### src/srfo_pkg.sv
// ----------------------------------------------------------------------------
// srfo_pkg: shared types and constants of the shape rasterizer
// Command record between front and back, opcode/shape/status codes and
// back-end state encoding.
// ----------------------------------------------------------------------------
package srfo_pkg;

   // default canvas geometry
   localparam int CANVAS_WIDTH_DEF  = 64;
   localparam int CANVAS_HEIGHT_DEF = 64;

   // field widths
   localparam int COORD_W  = 7;     // canvas coordinate, up to 128 columns/rows
   localparam int EDGE_W   = 10;    // signed shape edge before clipping
   localparam int POS_W    = 8;
   localparam int SIZE_W   = 7;
   localparam int COLOR_W  = 8;
   localparam int DIST_W   = 14;    // r*r + r and squared offsets
   localparam int PIXEL_W  = 3 * COLOR_W + 1;
   localparam int REQ_DATA_W  = 56;
   localparam int REQ_USER_W  = 4;
   localparam int RSP_DATA_W  = 32;
   localparam int RSP_USER_W  = 2;

   localparam int QUEUE_DEPTH = 2;

   // opcodes
   localparam logic OP_DRAW = 1'b0;
   localparam logic OP_READ = 1'b1;

   // shape kinds
   localparam logic [1:0] SHAPE_SQUARE = 2'd0;
   localparam logic [1:0] SHAPE_RECT   = 2'd1;
   localparam logic [1:0] SHAPE_CIRCLE = 2'd2;
   localparam logic [1:0] SHAPE_NONE   = 2'd3;

   // response status
   localparam logic [1:0] STAT_DRAW    = 2'd0;
   localparam logic [1:0] STAT_READ    = 2'd1;
   localparam logic [1:0] STAT_OUTSIDE = 2'd2;

   // classified command, one queue entry
   typedef struct packed {
      logic                     is_read;
      logic                     circle;
      logic                     outline;
      logic                     empty;     // nothing to draw, or read off canvas
      logic [COORD_W-1:0]       x_lo;
      logic [COORD_W-1:0]       x_hi;
      logic [COORD_W-1:0]       y_lo;
      logic [COORD_W-1:0]       y_hi;
      logic signed [EDGE_W-1:0] xa;        // unclipped box edges
      logic signed [EDGE_W-1:0] xb;
      logic signed [EDGE_W-1:0] ya;
      logic signed [EDGE_W-1:0] yb;
      logic signed [POS_W-1:0]  cx;        // circle center
      logic signed [POS_W-1:0]  cy;
      logic [DIST_W-1:0]        d2_hi;
      logic [DIST_W-1:0]        d2_lo;
      logic [COLOR_W-1:0]       red;
      logic [COLOR_W-1:0]       green;
      logic [COLOR_W-1:0]       blue;
   } cmd_type;

   typedef enum logic [2:0] {
      ST_CLEAR,
      ST_IDLE,
      ST_WALK,
      ST_FLUSH,
      ST_RD_ADDR,
      ST_RD_MEM,
      ST_DONE
   } back_state_type;

endpackage

### src/srfo_queue.sv
// ----------------------------------------------------------------------------
// srfo_queue: short command queue between front and back
// Holds classified commands so intake and rasterizing stall independently.
// ----------------------------------------------------------------------------
module srfo_queue
   import srfo_pkg::*;
(
   input  logic    clock,
   input  logic    reset,
   input  logic    push,
   input  cmd_type push_entry,
   output logic    in_ready,
   input  logic    pop,
   output cmd_type pop_entry,
   output logic    out_valid
);

   localparam int PTR_W = (QUEUE_DEPTH > 1) ? $clog2(QUEUE_DEPTH) : 1;
   localparam int CNT_W = $clog2(QUEUE_DEPTH + 1);

   cmd_type            entry_ff [QUEUE_DEPTH];
   logic [PTR_W-1:0]   wr_ptr_ff, wr_ptr_in;
   logic [PTR_W-1:0]   rd_ptr_ff, rd_ptr_in;
   logic [CNT_W-1:0]   count_ff, count_in;

   assign in_ready  = (count_ff != CNT_W'(QUEUE_DEPTH));
   assign out_valid = (count_ff != '0);
   assign pop_entry = entry_ff[rd_ptr_ff];

   // pointer and count update
   always_comb begin
      wr_ptr_in = wr_ptr_ff;
      rd_ptr_in = rd_ptr_ff;
      count_in  = count_ff;
      if (push) begin
         wr_ptr_in = (wr_ptr_ff == PTR_W'(QUEUE_DEPTH - 1)) ? '0 : wr_ptr_ff + PTR_W'(1);
      end
      if (pop) begin
         rd_ptr_in = (rd_ptr_ff == PTR_W'(QUEUE_DEPTH - 1)) ? '0 : rd_ptr_ff + PTR_W'(1);
      end
      if (push && !pop) begin
         count_in = count_ff + CNT_W'(1);
      end else if (pop && !push) begin
         count_in = count_ff - CNT_W'(1);
      end
   end

   always_ff @(posedge clock) begin
      if (reset) begin
         wr_ptr_ff <= '0;
         rd_ptr_ff <= '0;
         count_ff  <= '0;
      end else begin
         wr_ptr_ff <= wr_ptr_in;
         rd_ptr_ff <= rd_ptr_in;
         count_ff  <= count_in;
      end
   end

   // entry storage
   always_ff @(posedge clock) begin
      if (push) begin
         entry_ff[wr_ptr_ff] <= push_entry;
      end
   end

endmodule

### config.mk
export PLATFORM = sky130hd
export DESIGN_NAME = srfo_queue
export DESIGN_NICKNAME = d
export VERILOG_FILES = /design/src/srfo_pkg.sv /design/src/srfo_queue.sv
export SDC_FILE = /design/constraint.sdc
export NUM_CORES = 1
export LEC_CHECK = 0
export BUFFER_PORTS_ARGS = -buffer_cell sky130_fd_sc_hd__buf_2
export CORE_ASPECT_RATIO = 0.5
export CORE_MARGIN = 10
export CORE_UTILIZATION = 35
export DETAILED_ROUTE_END_ITERATION = 7
export GPL_ROUTABILITY_DRIVEN = 0
export PLACE_DENSITY = 0.61
export SLEW_MARGIN = 10
export SYNTH_ARGS = -nofsm -noshare
export SYNTH_HDL_FRONTEND = slang
export SYNTH_SLANG_ARGS = --single-unit
### constraint.sdc
create_clock -name clock -period 19.1 [get_ports clock]
set_input_delay 1.91 -clock clock [delete_from_list [all_inputs] [get_ports clock]]
set_output_delay 1.91 -clock clock [all_outputs]
set_load 0.01 [all_outputs]
Yosys cells after proc, flatten, opt, wreduce, memory -nomap -nowiden
Memory sizes are Yosys's and may differ from the RTL's. A register that Yosys moved wholly into a read port is not among the register bits.
Cells that the tools add are included.
{"block": "op_classes", "n_mux": 8, "div": 0, "n_mul": 0, "n_reduce_logical": 6, "shift": 0, "addsub": 4, "n_eq_ne": 1, "n_bitwise": 0, "magnitude_cmp": 0}
{"cell": "$mux 1", "count": 6}
{"cell": "$mux 2", "count": 2}
{"cell": "$reduce_bool 2->1", "count": 2}
{"cell": "$add 1x1->1 const B", "count": 2}
{"cell": "$add 2x1->2 const B", "count": 1}
{"cell": "$logic_and 1x1->1", "count": 2}
{"cell": "$logic_not 1->1", "count": 2}
{"cell": "$ne 2x2->1 const B", "count": 1}
{"cell": "$sub 2x1->2 const B", "count": 1}
{"block": "totals", "output_inout_bits": 142, "mem_bits_ro": 0, "in_bits": 144, "register_bits": 4, "n_memories": 1, "ramBits": 280, "latch_bits": 0, "wordCells": 23}
{"name": "entry_ff", "words": 2, "width": 140, "rd": 1, "rd_ports_with_merged_regs": 1, "wr": 1, "line": "srfo_queue.sv:21", "source": "cmd_type entry_ff [QUEUE_DEPTH];"}

Longest topological paths before layout
{"block": "depth", "ltp_word": 4, "mapped_depth": 5, "depth_no_buf": 5}

Worst setup path after synthesis
No wires, ideal clock.
{"block": "synth_timing", "kind": "input to register", "start": "input push", "end": "memory entry_ff[0][0] (netlist name), enable pin", "t_required_ns": 18.442, "path_stages": 1, "path_buffers": 0, "slack_ns": 10.471, "setup_time_ns": 0.658, "t_arrival_ns": 7.971, "path_cell_list": "nor2b_1"}
{"block": "synth_via", "elab_chain_len": 2}
{"element": "from (decl)", "line": "srfo_queue.sv:10", "source": "input logic push,"}
{"element": "$mux 1", "line": "srfo_queue.sv:62", "source": "if (push) begin"}
{"element": "$mux 1 (not written as such)", "line": "srfo_queue.sv:63", "source": "entry_ff[wr_ptr_ff] <= push_entry;"}
{"element": "to (decl)", "line": "srfo_queue.sv:21"}
No other way between the ends.

==> impl_metrics.json <==
{
  "outcome": "finished clean",
  "ant_nets": 0,
  "syn_area_sq_mm": 0.0107,
  "syn_avg_cell_area_sq_um": 23.4,
  "cts_setup_buffers": 0,
  "drive_gt1_frac": 0.608,
  "clk_latency_ps": 530,
  "hold_path.class": "flop to flop",
  "power.total_w": 0.00148,
  "areaGrowthSynthToFinish_pct": 26.1,
  "cp-start-kind": "flop",
  "critPathRequiredTime_ps": 17190,
  "core-area_sq_mm": 0.0302,
  "max_freq_ghz": 0.206,
  "cts_root_buffer": "clkbuf_16",
  "synth_warnings": 0,
  "tightest_slew_ps": 1130,
  "clkTransAtPathRegs_ps": 60,
  "final_util": 0.447,
  "rsz0062_at_grt": "no",
  "grt_start_max_net_pins": 72,
  "wl_microns": 24800,
  "cts_hold_buf": 0,
  "finClkSkew_ps": 11.7,
  "die_w_microns": 268,
  "grt.overflow.total": 0,
  "fin_area_sq_mm": 0.0135,
  "ios": 286,
  "ys.flop_type": "edfxtp_1",
  "synth_largest_area_cell": "edfxtp_1",
  "initial_core_util": 0.355,
  "drt-initial-drc-count": 293,
  "dr_total_vias": 5201,
  "hold_ws_ps": 500,
  "synthesis.nets": 603,
  "grt_pass1_vias": 5686,
  "max_cap_violations": 0,
  "post_drt_wl_per_cell_microns": 20.8,
  "grt_usage": 0.122,
  "htreeDepth": 1,
  "peakVddDrop_v": 0.0000661,
  "place_area_sq_mm": 0.0126,
  "crit_type": "flop to output port",
  "synthArstFlopShare": 0,
  "finalHoldViolCount": 0,
  "drv_slew": 0,
  "rows": 45,
  "grt_pass1_wl_microns": 35700,
  "yosysMostFrequentCell": "edfxtp_1",
  "drc": 0,
  "setup_tns_ps": 0,
  "first_pass_iters": 4,
  "synthTopCellsByCount": "edfxtp_1, mux2_4, mux2_2, buf_6, dfxtp_1",
  "synth-seq-cells": 285,
  "p_leak_nw": 5.25,
  "period_minus_slack_ps": 4860,
  "path_max_fanout": 61,
  "cts_resized": 0,
  "synth_area_leaders": "edfxtp_1, mux2_4, mux2_2",
  "portBuffers": 285,
  "syn_inst": 458,
  "die-area_sq_mm": 0.0385,
  "power.density_mw_per_mm2": 109,
  "fin_crit_sh": 0.254,
  "nFillCells": 2631,
  "cp.arrival_ps": 2950,
  "ys_seq_area_frac": 0.793,
  "synth_edf_count": 280,
  "synth_cell_type_count": 19,
  "end_kind": "output port",
  "nNetsFinal": 908,
  "dieHeight_microns": 144,
  "relSlewSlack": 0.248,
  "antenna_found_initial": 5,
  "clock_path_buffers": 3,
  "hpwl_microns": 17900,
  "vias_per_cell": 4.37,
  "clock-sinks": 285,
  "cts_tree": "yes",
  "cts_buffers": 28,
  "setup_viol": 0,
  "yosysTopAreaCellShare": 0.784
}
## metrics by stage
stage	setup WS, ps	std cells
2_1_floorplan	10470	458
3_3_place_gp	14690	1132
3_5_place_dp	14660	1132
4_1_cts	14150	1184
5_1_grt	14040	1189
6_report	14240	1189
## state kept, by name (all words and copies together) (netlist names), named ones only
| register | count |
|---|---|
| count_ff | 2 |
| entry_ff | 280 |
| rd_ptr_ff | 1 |
| wr_ptr_ff | 1 |
## cell usage in the layout, fill, tap and decap left out
cell | netlist | routed
buf_2 | 4 | 285
edfxtp_1 | 280 | 280
mux2_4 | 100 | 100
mux2_2 | 40 | 40
clkbuf_16 | 0 | 29
clkinv_2 | 0 | 6
buf_4 | 0 | 6
diode_2 | 0 | 5
clkbuf_1 | 0 | 5
clkinv_1 | 0 | 5
bufinv_16 | 0 | 5
nor2_1 | 4 | 4
dfxtp_1 | 5 | 4
xor2_1 | 2 | 2
xnor2_1 | 2 | 2
clkinv_4 | 0 | 2
or2_2 | 1 | 1
and2_4 | 0 | 1
inv_1 | 1 | 1
nand2b_1 | 1 | 1
nor2b_4 | 0 | 1
o21ai_0 | 1 | 1
or3_1 | 1 | 1
a21oi_1 | 1 | 1
ha_1 | 1 | 1
dfxtp_4 | 0 | 1
## power by group
part	switching [W]	internal [W]
Sequential	0.0000135	0.000731
Clock	0.000223	0.000345
Combinational	0.0000845	0.0000823
Total	0.000321	0.00116
## cell type report
class                   count  area, sq um  share of cell area
flip-flops and latches    285         8510               0.629
multi-input cells         156         2070               0.153
repair buffers            291         1470               0.109
clock buffers              34          744              0.0550
well taps                 399          499              0.0369
clock inverters            18          216              0.0160
diodes                      5         12.5            0.000925
inverters                   1         3.75            0.000278
## cell families (layout without fill, tap and decap cells)
logic type | count (synthesis) | count (layout) | share of synthesized area
flops | 285 | 285 | 0.793
xor+xnor | 4 | 4 | 0.00327
compound gates | 2 | 2 | 0.000932
fa+ha+maj | 1 | 1 | 0.00117
buf+inv | 17 | 344 | 0.0152
other cells | 0 | 5 | 0
simple gates | 9 | 9 | 0.00432
mux | 140 | 140 | 0.182
## path summary, 6_finish.rpt
check | slack (ps) | to | depth (start not counted) | start
worst min-delay path | 500 | count_ff[1] | 2 | count_ff[1]
worst max-delay path | 14240 | pop_entry[3] | 3 | flop
worst min register to register | 500 | count_ff[1] | 2 | count_ff[1]
worst max register to register | 16340 | entry_ff[1][31] | 3 | wr_ptr_ff
## layer usage
layer  routed length [microns]  track usage  share of wire
met2                     15300        0.260           0.62
met4                       573       0.0411          0.023
met3                       587       0.0160          0.024
met1                      8280        0.117           0.33
met5                         0            0              0
## critical path, stage by stage (launching register included)
cell     delay (ps)
dfxtp_4         830
buf_4           940
mux2_2          420
buf_2           150
Note: power is estimated with default switching activity, not from simulation.
