## src/srfo_pkg.sv

```systemverilog
// ----------------------------------------------------------------------------
// srfo_pkg: shared types and constants of the shape rasterizer
// Command record between front and back, opcode/shape/status codes and
// back-end state encoding.
// ----------------------------------------------------------------------------
package srfo_pkg;

   // default canvas geometry
   localparam int CANVAS_WIDTH_DEF  = 64;
   localparam int CANVAS_HEIGHT_DEF = 64;

   // field widths
   localparam int COORD_W  = 7;     // canvas coordinate, up to 128 columns/rows
   localparam int EDGE_W   = 10;    // signed shape edge before clipping
   localparam int POS_W    = 8;
   localparam int SIZE_W   = 7;
   localparam int COLOR_W  = 8;
   localparam int DIST_W   = 14;    // r*r + r and squared offsets
   localparam int PIXEL_W  = 3 * COLOR_W + 1;
   localparam int REQ_DATA_W  = 56;
   localparam int REQ_USER_W  = 4;
   localparam int RSP_DATA_W  = 32;
   localparam int RSP_USER_W  = 2;

   localparam int QUEUE_DEPTH = 2;

   // opcodes
   localparam logic OP_DRAW = 1'b0;
   localparam logic OP_READ = 1'b1;

   // shape kinds
   localparam logic [1:0] SHAPE_SQUARE = 2'd0;
   localparam logic [1:0] SHAPE_RECT   = 2'd1;
   localparam logic [1:0] SHAPE_CIRCLE = 2'd2;
   localparam logic [1:0] SHAPE_NONE   = 2'd3;

   // response status
   localparam logic [1:0] STAT_DRAW    = 2'd0;
   localparam logic [1:0] STAT_READ    = 2'd1;
   localparam logic [1:0] STAT_OUTSIDE = 2'd2;

   // classified command, one queue entry
   typedef struct packed {
      logic                     is_read;
      logic                     circle;
      logic                     outline;
      logic                     empty;     // nothing to draw, or read off canvas
      logic [COORD_W-1:0]       x_lo;
      logic [COORD_W-1:0]       x_hi;
      logic [COORD_W-1:0]       y_lo;
      logic [COORD_W-1:0]       y_hi;
      logic signed [EDGE_W-1:0] xa;        // unclipped box edges
      logic signed [EDGE_W-1:0] xb;
      logic signed [EDGE_W-1:0] ya;
      logic signed [EDGE_W-1:0] yb;
      logic signed [POS_W-1:0]  cx;        // circle center
      logic signed [POS_W-1:0]  cy;
      logic [DIST_W-1:0]        d2_hi;
      logic [DIST_W-1:0]        d2_lo;
      logic [COLOR_W-1:0]       red;
      logic [COLOR_W-1:0]       green;
      logic [COLOR_W-1:0]       blue;
   } cmd_type;

   typedef enum logic [2:0] {
      ST_CLEAR,
      ST_IDLE,
      ST_WALK,
      ST_FLUSH,
      ST_RD_ADDR,
      ST_RD_MEM,
      ST_DONE
   } back_state_type;

endpackage

```

## src/srfo_front.sv

```systemverilog
// ----------------------------------------------------------------------------
// srfo_front: request intake and classification
// Unpacks a request, computes the shape's bounding box, clips it to the
// canvas and precomputes the circle distance window.
// ----------------------------------------------------------------------------
module srfo_front
   import srfo_pkg::*;
#(
   parameter int CANVAS_WIDTH  = CANVAS_WIDTH_DEF,
   parameter int CANVAS_HEIGHT = CANVAS_HEIGHT_DEF
) (
   input  logic                  req_tvalid,
   output logic                  req_tready,
   input  logic [REQ_DATA_W-1:0] req_tdata,
   input  logic [REQ_USER_W-1:0] req_tuser,
   input  logic                  clearing,
   input  logic                  q_ready,
   output logic                  q_push,
   output cmd_type               q_entry
);

   localparam logic signed [EDGE_W-1:0] XMAX = EDGE_W'(CANVAS_WIDTH - 1);
   localparam logic signed [EDGE_W-1:0] YMAX = EDGE_W'(CANVAS_HEIGHT - 1);

   logic                     opcode;
   logic [1:0]               shape_kind;
   logic                     outline_only;
   logic signed [POS_W-1:0]  pos_x;
   logic signed [POS_W-1:0]  pos_y;
   logic [SIZE_W-1:0]        size_a;
   logic [SIZE_W-1:0]        size_b;
   logic signed [EDGE_W-1:0] px, py, ra, rh;
   logic signed [EDGE_W-1:0] xa, xb, ya, yb, xl, xh, yl, yh;
   logic                     empty;
   logic [DIST_W-1:0]        r_sq;

   // field unpacking
   assign opcode       = req_tuser[0];
   assign shape_kind   = req_tuser[2:1];
   assign outline_only = req_tuser[3];
   assign pos_x        = req_tdata[7:0];
   assign pos_y        = req_tdata[15:8];
   assign size_a       = req_tdata[22:16];
   assign size_b       = req_tdata[29:23];

   // handshake: nothing taken while the canvas is being cleared
   assign req_tready = !clearing && q_ready;
   assign q_push     = req_tvalid && req_tready;

   assign px   = {{(EDGE_W-POS_W){pos_x[POS_W-1]}}, pos_x};
   assign py   = {{(EDGE_W-POS_W){pos_y[POS_W-1]}}, pos_y};
   assign ra   = {{(EDGE_W-SIZE_W){1'b0}}, size_a};
   assign rh   = (shape_kind == SHAPE_RECT) ? {{(EDGE_W-SIZE_W){1'b0}}, size_b} : ra;
   assign r_sq = {{(DIST_W-SIZE_W){1'b0}}, size_a} * {{(DIST_W-SIZE_W){1'b0}}, size_a};

   // bounding box and clipping
   always_comb begin
      if (opcode == OP_READ) begin
         xa = px;
         xb = px;
         ya = py;
         yb = py;
      end else if (shape_kind == SHAPE_CIRCLE) begin
         xa = px - ra;
         xb = px + ra;
         ya = py - ra;
         yb = py + ra;
      end else begin
         xa = px;
         xb = px + ra - EDGE_W'(1);
         ya = py;
         yb = py + rh - EDGE_W'(1);
      end
      empty = ((opcode == OP_DRAW) && (shape_kind == SHAPE_NONE)) ||
              (xb < xa) || (yb < ya) || xb[EDGE_W-1] || yb[EDGE_W-1] ||
              (xa > XMAX) || (ya > YMAX);
      xl = xa[EDGE_W-1] ? '0 : xa;
      yl = ya[EDGE_W-1] ? '0 : ya;
      xh = (xb > XMAX) ? XMAX : xb;
      yh = (yb > YMAX) ? YMAX : yb;
   end

   // queue entry
   always_comb begin
      q_entry.is_read = (opcode == OP_READ);
      q_entry.circle  = (shape_kind == SHAPE_CIRCLE);
      q_entry.outline = outline_only;
      q_entry.empty   = empty;
      q_entry.x_lo    = xl[COORD_W-1:0];
      q_entry.x_hi    = xh[COORD_W-1:0];
      q_entry.y_lo    = yl[COORD_W-1:0];
      q_entry.y_hi    = yh[COORD_W-1:0];
      q_entry.xa      = xa;
      q_entry.xb      = xb;
      q_entry.ya      = ya;
      q_entry.yb      = yb;
      q_entry.cx      = pos_x;
      q_entry.cy      = pos_y;
      q_entry.d2_hi   = r_sq + {{(DIST_W-SIZE_W){1'b0}}, size_a};
      q_entry.d2_lo   = (outline_only && (size_a != '0)) ?
                        r_sq - {{(DIST_W-SIZE_W){1'b0}}, size_a} + DIST_W'(1) : '0;
      q_entry.red     = req_tdata[37:30];
      q_entry.green   = req_tdata[45:38];
      q_entry.blue    = req_tdata[53:46];
   end

endmodule

```

## config.mk

```make
export PLATFORM = sky130hd
export DESIGN_NAME = srfo_front
export DESIGN_NICKNAME = d
export VERILOG_FILES = /design/src/srfo_pkg.sv /design/src/srfo_front.sv
export SDC_FILE = /design/constraint.sdc
export NUM_CORES = 1
export LEC_CHECK = 0
export CAP_MARGIN = 10
export CORE_MARGIN = 2
export CORE_UTILIZATION = 30
export DETAILED_ROUTE_END_ITERATION = 10
export DONT_BUFFER_PORTS = 1
export GPL_ROUTABILITY_DRIVEN = 0
export RECOVER_POWER = 50
export SETUP_SLACK_MARGIN = 0.4
export SYNTH_ARGS = -nofsm -noshare
export SYNTH_HDL_FRONTEND = slang
export SYNTH_SLANG_ARGS = --single-unit
```

## constraint.sdc

```tcl
create_clock -name vclk -period 11.15
set_clock_uncertainty 0.1 [all_clocks]
set_input_delay 2.23 -clock vclk [all_inputs]
set_output_delay 2.23 -clock vclk [all_outputs]
set_load 0.05 [all_outputs]
```

# == Word-level counts from Yosys, hierarchy flattened ==
# Cells that the tools add are included.
# classes
n_eq_ne,3
multipliers,1
n_bitwise,1
mux,14
n_lt_le_gt_ge,6
addsub,10
reduce_logical,12
# ops
operator,n
two-way mux 10 bit,8
"greater-than comparator 10 x 7 -> 1 bit, second input constant",4
two-way mux 7 bit,5
adder 8 x 8 -> 9 bit,3
< comparator 10 bit,2
"subtractor 9 x 2 -> 10 bit, second input constant",2
subtractor 8 x 8 -> 9 bit,2
"adder 14 x 1 -> 14 bit, second input constant",1
adder 14 x 7 -> 14 bit,1
multiplier 7 x 7 -> 14 bit,1
two-way mux 14 bit,1
subtractor 14 x 7 -> 14 bit,1
nonzero test 7 bit,1
logical OR 1 bit,6
"== test 2 bit, second input constant",2
logical AND 1 bit,4
"== test 2 x 1 -> 1 bit, second input constant",1
logical NOT 1 bit,1
inverter 1 bit,1
# totals
in_bits,63
word_cells,47
reg_bits,0
out_inout_bits,142

# == Depth between registers and ports, before layout ==
# Gate-level depths: netlist of run 1.
# depth
word_depth,12
depth_mapped,23

# == Least setup slack after synthesis of run 1 ==
# OpenSTA, ideal clock, no wires.
# synth_timing
path_type,input to output
startpoint,input req_tdata[17]
endpoint,output q_entry[37] (netlist bit)
arrival_ns,7.497
setup_slack_ns,1.323
path_buffers,0
cell_stages,22
cell_sequence,nand2_1 > inv_1 > fa_1 > inv_1 > fa_1 > inv_1 > fa_1 > inv_1 > fa_1 > inv_1 > ha_1 > o21a_1 > o21ai_0 > o21bai_1 > xor2_1 > ha_1 > or3_1 > nor3_1 > nor3_1 > a21oi_1 > xnor3_1 > nor2_1
# synth_rtl
element,line,text
from (decl),srfo_front.sv:14,"input logic [REQ_DATA_W-1:0] req_tdata,"
to (decl),srfo_front.sv:19,output cmd_type q_entry

==> run_results.csv, run 1 <==
group,metric,value,unit
power,p_leak,2.82,nW
job,cap_violations,3,
floorplanning,core-area,0.0181,mm2
sta,drv_slew,8,
floorplanning,die_w,140,um
sta,slew_headroom,-12.9,%
detailed_routing,drt_iter0_markers,226,
power,pwr-share-clk,0,%
cells_and_area,nNetsFinal,928,
clock_network,ctsResizeCount,0,
floorplanning,die_y,140,um
yosys,syn_nets,973,
sta,finalSetupViolCount,0,
cells_and_area,fin_cells,958,
sta,max_freq,0.0993,GHz
yosys,yosysUniqueCellTypes,71,
run_status,violations,"max-capacitance violations, max-slew violations",
floorplanning,pin_count,205,
critical_path,crit_chain,"nand2b_1 > clkbuf_1 > inv_1 > nor4b_1 > nand3_1 > o311a_1 > o21a_1 > or2_2 > ha_1 > nand4_1 > or3_1 > a21oi_1 > nor2_1 > a311o_1 > a211oi_1 > nand4_1",
yosys,yosys_warnings,0,
grt,grt_pass1_vias,4855,
run_status,status,"complete, but fails checks",
sta,min_period,10.07,ns
placed_design,hpwl,13.2,mm
cells_and_area,nFillCells,1977,
clock_network,postCtsHoldBufs,0,
sta,rsz0062_at_grt,"false",
clock_network,cts_setup_buffers,0,
power,sw_frac_of_total,71.9,%
power,power.switching,890,uW
yosys,avgSynthCellArea,7.19,um2
cells_and_area,ff_latch_area,0,um2
yosys,synth_area,0.00558,mm2
power,p_seq_share,0,%
yosys,synthCells,776,
detailed_routing,dr.pass1.iters,5,
power,peakVddDrop,474,uV
cells_and_area,drive_above_1_share,5.08,%
grt,grt_use_total,15.7,%
cells_and_area,seq_cell_count,0,
grt,grt_pass1_wl,25.4,mm
critical_path,critPathBufInv,2,
sta,finalHoldViolCount,0,
cells_and_area,area_growth,-0.0672,%
cells_and_area,clkbuf_count,0,
critical_path,crit_family,"simple AND/OR/NAND/NOR gates",
grt,gr-total-overflow,0,
hold_path,hold_path.class,"primary input to output port",
detailed_routing,post_drt_wl_per_cell,16.5,um
detailed_routing,vias_per_cell,5.08,
critical_path,cp_max_fo,18,
detailed_routing,vias,4867,
power,internal_power,347,uW
critical_path,worstPathRequired,8.82,ns
yosys,ys_seq_area_share,0,%
placed_design,io_buffers,0,
critical_path,cp_slowest_stage_delay,0.80,ns
cells_and_area,diodes,0,
critical_path,critPathLaunchType,"primary input",
critical_path,cp.arrival,7.74,ns
placed_design,dp.cells,958,
power,p_per_area,222,mW/mm2
grt,grt_max_degree,35,
detailed_routing,wirelength,15.8,mm
critical_path,slowest_stage,"nor4b_1",
critical_path,crit_path_end_kind,"output port",
floorplanning,start_util,30.9,%
sta,fin_setup_tns,0,ns
sta,fin_crit_sh,90.3,%
detailed_routing,ant_nets,0,
detailed_routing,drc,0,
power,design_power_total,1.24,mW
critical_path,crit_type,"primary input to output port",
critical_path,crit_path_frequent_cell,"nand4_1",
floorplanning,dieArea,0.0197,mm2
power,combPwrFrac,100.0,%
floorplanning,rows,49,
grt,antenna_found_initial,0,
sta,worst_pin_slew,1.68,ns
stage by stage:
stage	instance area, um2	utilization, %	setup slack (ns)	hold slack [ns]
5_1_grt	5580	30.8	0.695	4.36
4_1_cts	5610	31.0	1.18	4.36
3_5_place_dp	5610	31.0	1.20	4.36
3_3_place_gp	5610	31.0	1.30	4.36
2_1_floorplan	5580	-	1.32	4.53
6_report	5580	30.8	1.08	4.36
logic make-up after synthesis:
family / after synthesis / share of synthesized area [%]
xor+xnor: 55 / 9.01
buf+inv: 184 / 15.8
mux: 14 / 2.53
other cells: 1 / 0.0672
fa+ha+maj: 134 / 32.9
simple gates: 207 / 17.8
compound gates: 181 / 21.9
layer usage:
metal	global-route usage, %	vias to the layer above	share of wire (%)
met5	0	-	0
met4	1.28	0	1.2
met3	1.95	20	6.2
met2	28.3	141	47
met1	20.9	2232	46
li1	-	2474	-
power by group through the flow:
stage | Sequential (mW) | Clock, mW | Combinational (mW)
after CTS | 0 | 0 | 1.25
after global placement | 0 | 0 | 1.23
after global routing | 0 | 0 | 1.36
after floorplan | 0 | 0 | 1.12
after detailed placement | 0 | 0 | 1.24
final | 0 | 0 | 1.24
worst paths after layout:
path / startpoint / end / slack (ns) / cells past startpoint
worst min-delay path: req_tdata[42] / q_entry[12] / 4.36 / 0
worst max-delay path: req_tuser[1] / q_entry[136] / 1.08 / 16
synth_stat cells, types with 3 or more instances:
| cell type | number | area, um2 |
|---|---|---|
| a211oi_1 | 6 | 45.0 |
| a21o_1 | 21 | 158 |
| a21oi_1 | 46 | 230 |
| a21oi_2 | 3 | 26.3 |
| a221oi_1 | 3 | 26.3 |
| a31oi_1 | 3 | 18.8 |
| and2_1 | 4 | 25.0 |
| and3_1 | 3 | 18.8 |
| buf_4 | 47 | 353 |
| clkbuf_1 | 13 | 48.8 |
| fa_1 | 21 | 420 |
| ha_1 | 113 | 1410 |
| inv_1 | 116 | 435 |
| mux2i_1 | 13 | 130 |
| nand2_1 | 48 | 180 |
| nand2b_1 | 15 | 93.8 |
| nand3_1 | 9 | 45.0 |
| nand4_1 | 5 | 31.3 |
| nor2_1 | 73 | 274 |
| nor2b_1 | 12 | 75.1 |
| nor3_1 | 18 | 90.1 |
| o21a_1 | 10 | 75.1 |
| o21ai_0 | 41 | 205 |
| o21bai_1 | 14 | 105 |
| o31ai_1 | 4 | 30.0 |
| or3_1 | 6 | 37.5 |
| xnor2_1 | 37 | 324 |
| xor2_1 | 16 | 140 |
layout by cell type (no fill, tap or decap), types with 15 or more instances in the layout:
cell / count
inv_1: 117
ha_1: 113
nor2_1: 73
nand2_1: 48
a21oi_1: 46
xnor2_1: 37
o21ai_0: 32
a21o_1: 21
fa_1: 21
xor2_1: 16
nand2b_1: 15
nor3_1: 15
area by class of cell:
class / count / area, um2 / share of cell area (%)
repair buffers: 19 / 113 / 2.02
inverters: 118 / 443 / 7.94
well taps: 229 / 287 / 5.14
multi-input cells: 592 / 4740 / 84.9
No activity file was read; power rests on OpenSTA's default activity.
==> run 2: changes to the inputs <==
RECOVER_POWER = 25   (was 50)
==> run_results.csv, run 2 (same netlist as run 1, synthesis figures left out) <==
group,metric,value,unit
cells_and_area,nNetsFinal,928,
sta,min_period,9.95,ns
detailed_routing,drc,0,
floorplanning,pin_count,205,
floorplanning,die_y,140,um
cells_and_area,multiInputGateArea,0.00474,mm2
critical_path,crit_type,"primary input to output port",
sta,fin_crit_sh,89.2,%
grt,grt_pass1_wl,25.4,mm
run_status,status,"completed",
floorplanning,rows,49,
grt,grt_use_total,15.7,%
hold_path,hold_path.class,"primary input to output port",
sta,finalSetupViolCount,0,
detailed_routing,ant_nets,0,
power,design_power_total,1.24,mW
grt,antenna_found_initial,0,
detailed_routing,wirelength,15.8,mm
sta,slew_headroom,19.5,%
placed_design,io_buffers,0,
cells_and_area,final_area,0.00561,mm2
power,p_leak,2.85,nW
cells_and_area,seq_cell_count,0,
cells_and_area,clkbuf_count,0,
sta,finalHoldViolCount,0,
sta,drv_slew,0,
sta,worst_pin_slew,1.20,ns
floorplanning,core-area,0.0181,mm2
sta,rsz0062_at_grt,"false",
cells_and_area,final_common_cell,"inv_1",
detailed_routing,drt_iter0_markers,225,
detailed_routing,dr.pass1.iters,4,
placed_design,dp.cells,958,
cells_and_area,drive_above_1_share,6.45,%
cells_and_area,diodes,0,
clock_network,cts_setup_buffers,0,
cells_and_area,area_growth,0.583,%
critical_path,critPathLaunchType,"primary input",
power,peakVddDrop,474,uV
grt,gr-total-overflow,0,
floorplanning,die_w,140,um
floorplanning,dieArea,0.0197,mm2
critical_path,cp_max_fo,14,
clock_network,ctsResizeCount,0,
placed_design,hpwl,13.2,mm
placed_design,dpl_cell_area,0.00561,mm2
cells_and_area,nFillCells,1963,
critical_path,crit_path_end_kind,"output port",
clock_network,postCtsHoldBufs,0,
floorplanning,start_util,30.9,%
critical_path,cp.arrival,7.62,ns
sta,max_freq,0.101,GHz
sta,fin_setup_tns,0,ns
detailed_routing,vias,4863,
critical_path,worstPathRequired,8.82,ns
cells_and_area,fin_cells,958,
hold_path,hp-start,"req_tdata[42]",
grt,grt_pass1_vias,4855,
grt,grt_max_degree,35,
cells_and_area,ff_latch_area,0,um2
power,p_per_area,221,mW/mm2
hold_path,holdPathEnd,"q_entry[12]",
detailed_routing,vias_per_cell,5.08,
hold_path,whs_path_depth,0,
cells_and_area,final_cell_mix,"116 x inv_1, 113 x ha_1, 73 x nor2_1",
detailed_routing,post_drt_wl_per_cell,16.5,um
job,cap_violations,0,
-- run 2: changes by cell type in the layout (fill, tap and decap cells not counted) --
cell      previous run  this run
nor4b_2              1         2
nor4b_1              2         1
buf_4               11        19
o21ai_1              9        12
and2_1               3         4
clkbuf_1             8         0
o21ai_0             32        29
inv_1              117       116
inv_2                0         1
and2_0               1         0
-- run 2: worst max path at each step --
| stage | start | cells past startpoint | slack (ns) | end |
|---|---|---|---|---|
| after floorplan | req_tdata[17] | 22 | 1.32 | q_entry[37] |
| after global placement | req_tdata[17] | 21 | 1.30 | q_entry[35] |
| after detailed placement | req_tdata[17] | 21 | 1.20 | q_entry[35] |
| after CTS | req_tdata[17] | 21 | 1.18 | q_entry[35] |
| after global routing | req_tdata[17] | 21 | 0.79 | q_entry[35] |
| final | req_tdata[17] | 21 | 1.20 | q_entry[35] |
-- run 2: worst max-delay path: stages --
cell and delay, ns:
nand2_1 0.09, inv_1 0.08, fa_1 0.50, inv_1 0.05
fa_1 0.47, inv_1 0.05, fa_1 0.53, inv_1 0.06
fa_1 0.54, inv_1 0.05, ha_1 0.37, o2111ai_1 0.17
a31oi_1 0.31, xnor2_1 0.19, inv_1 0.15, ha_1 0.37
or3_1 0.32, nor3_1 0.16, nor3_1 0.11, xnor2_1 0.13
nor2_1 0.67
-- run 2: cell type report --
class / instances / area share, %
Multi-Input combinational cell: 592 / 84.5
Inverter: 118 / 7.89
Timing Repair Buffer: 19 / 2.54
Tap cell: 229 / 5.10
-- run 2: metrics by stage --
step,setup slack (ns),hold slack [ns],util (%)
floorplan,1.32,4.53,-
global placement,1.30,4.36,31.0
detailed placement,1.20,4.36,31.0
CTS,1.18,4.36,31.0
global route,0.787,4.36,31.0
finish,1.20,4.36,31.0
-- run 2: report_power, final --
part	total [mW]	leakage (nW)	internal, mW	switching (mW)
logic	1.24	2.85	0.350	0.891
registers	0	0	0	0
clock network	0	0	0	0
total	1.24	2.85	0.350	0.891
-- run 2: layer usage --
layer / GRT usage [%] / vias to the layer above / part of all wire [%]
met5: 0 / - / 0
met4: 1.28 / 0 / 1.2
met3: 1.95 / 20 / 5.7
met2: 28.3 / 133 / 47
met1: 20.9 / 2235 / 47
li1: - / 2475 / -
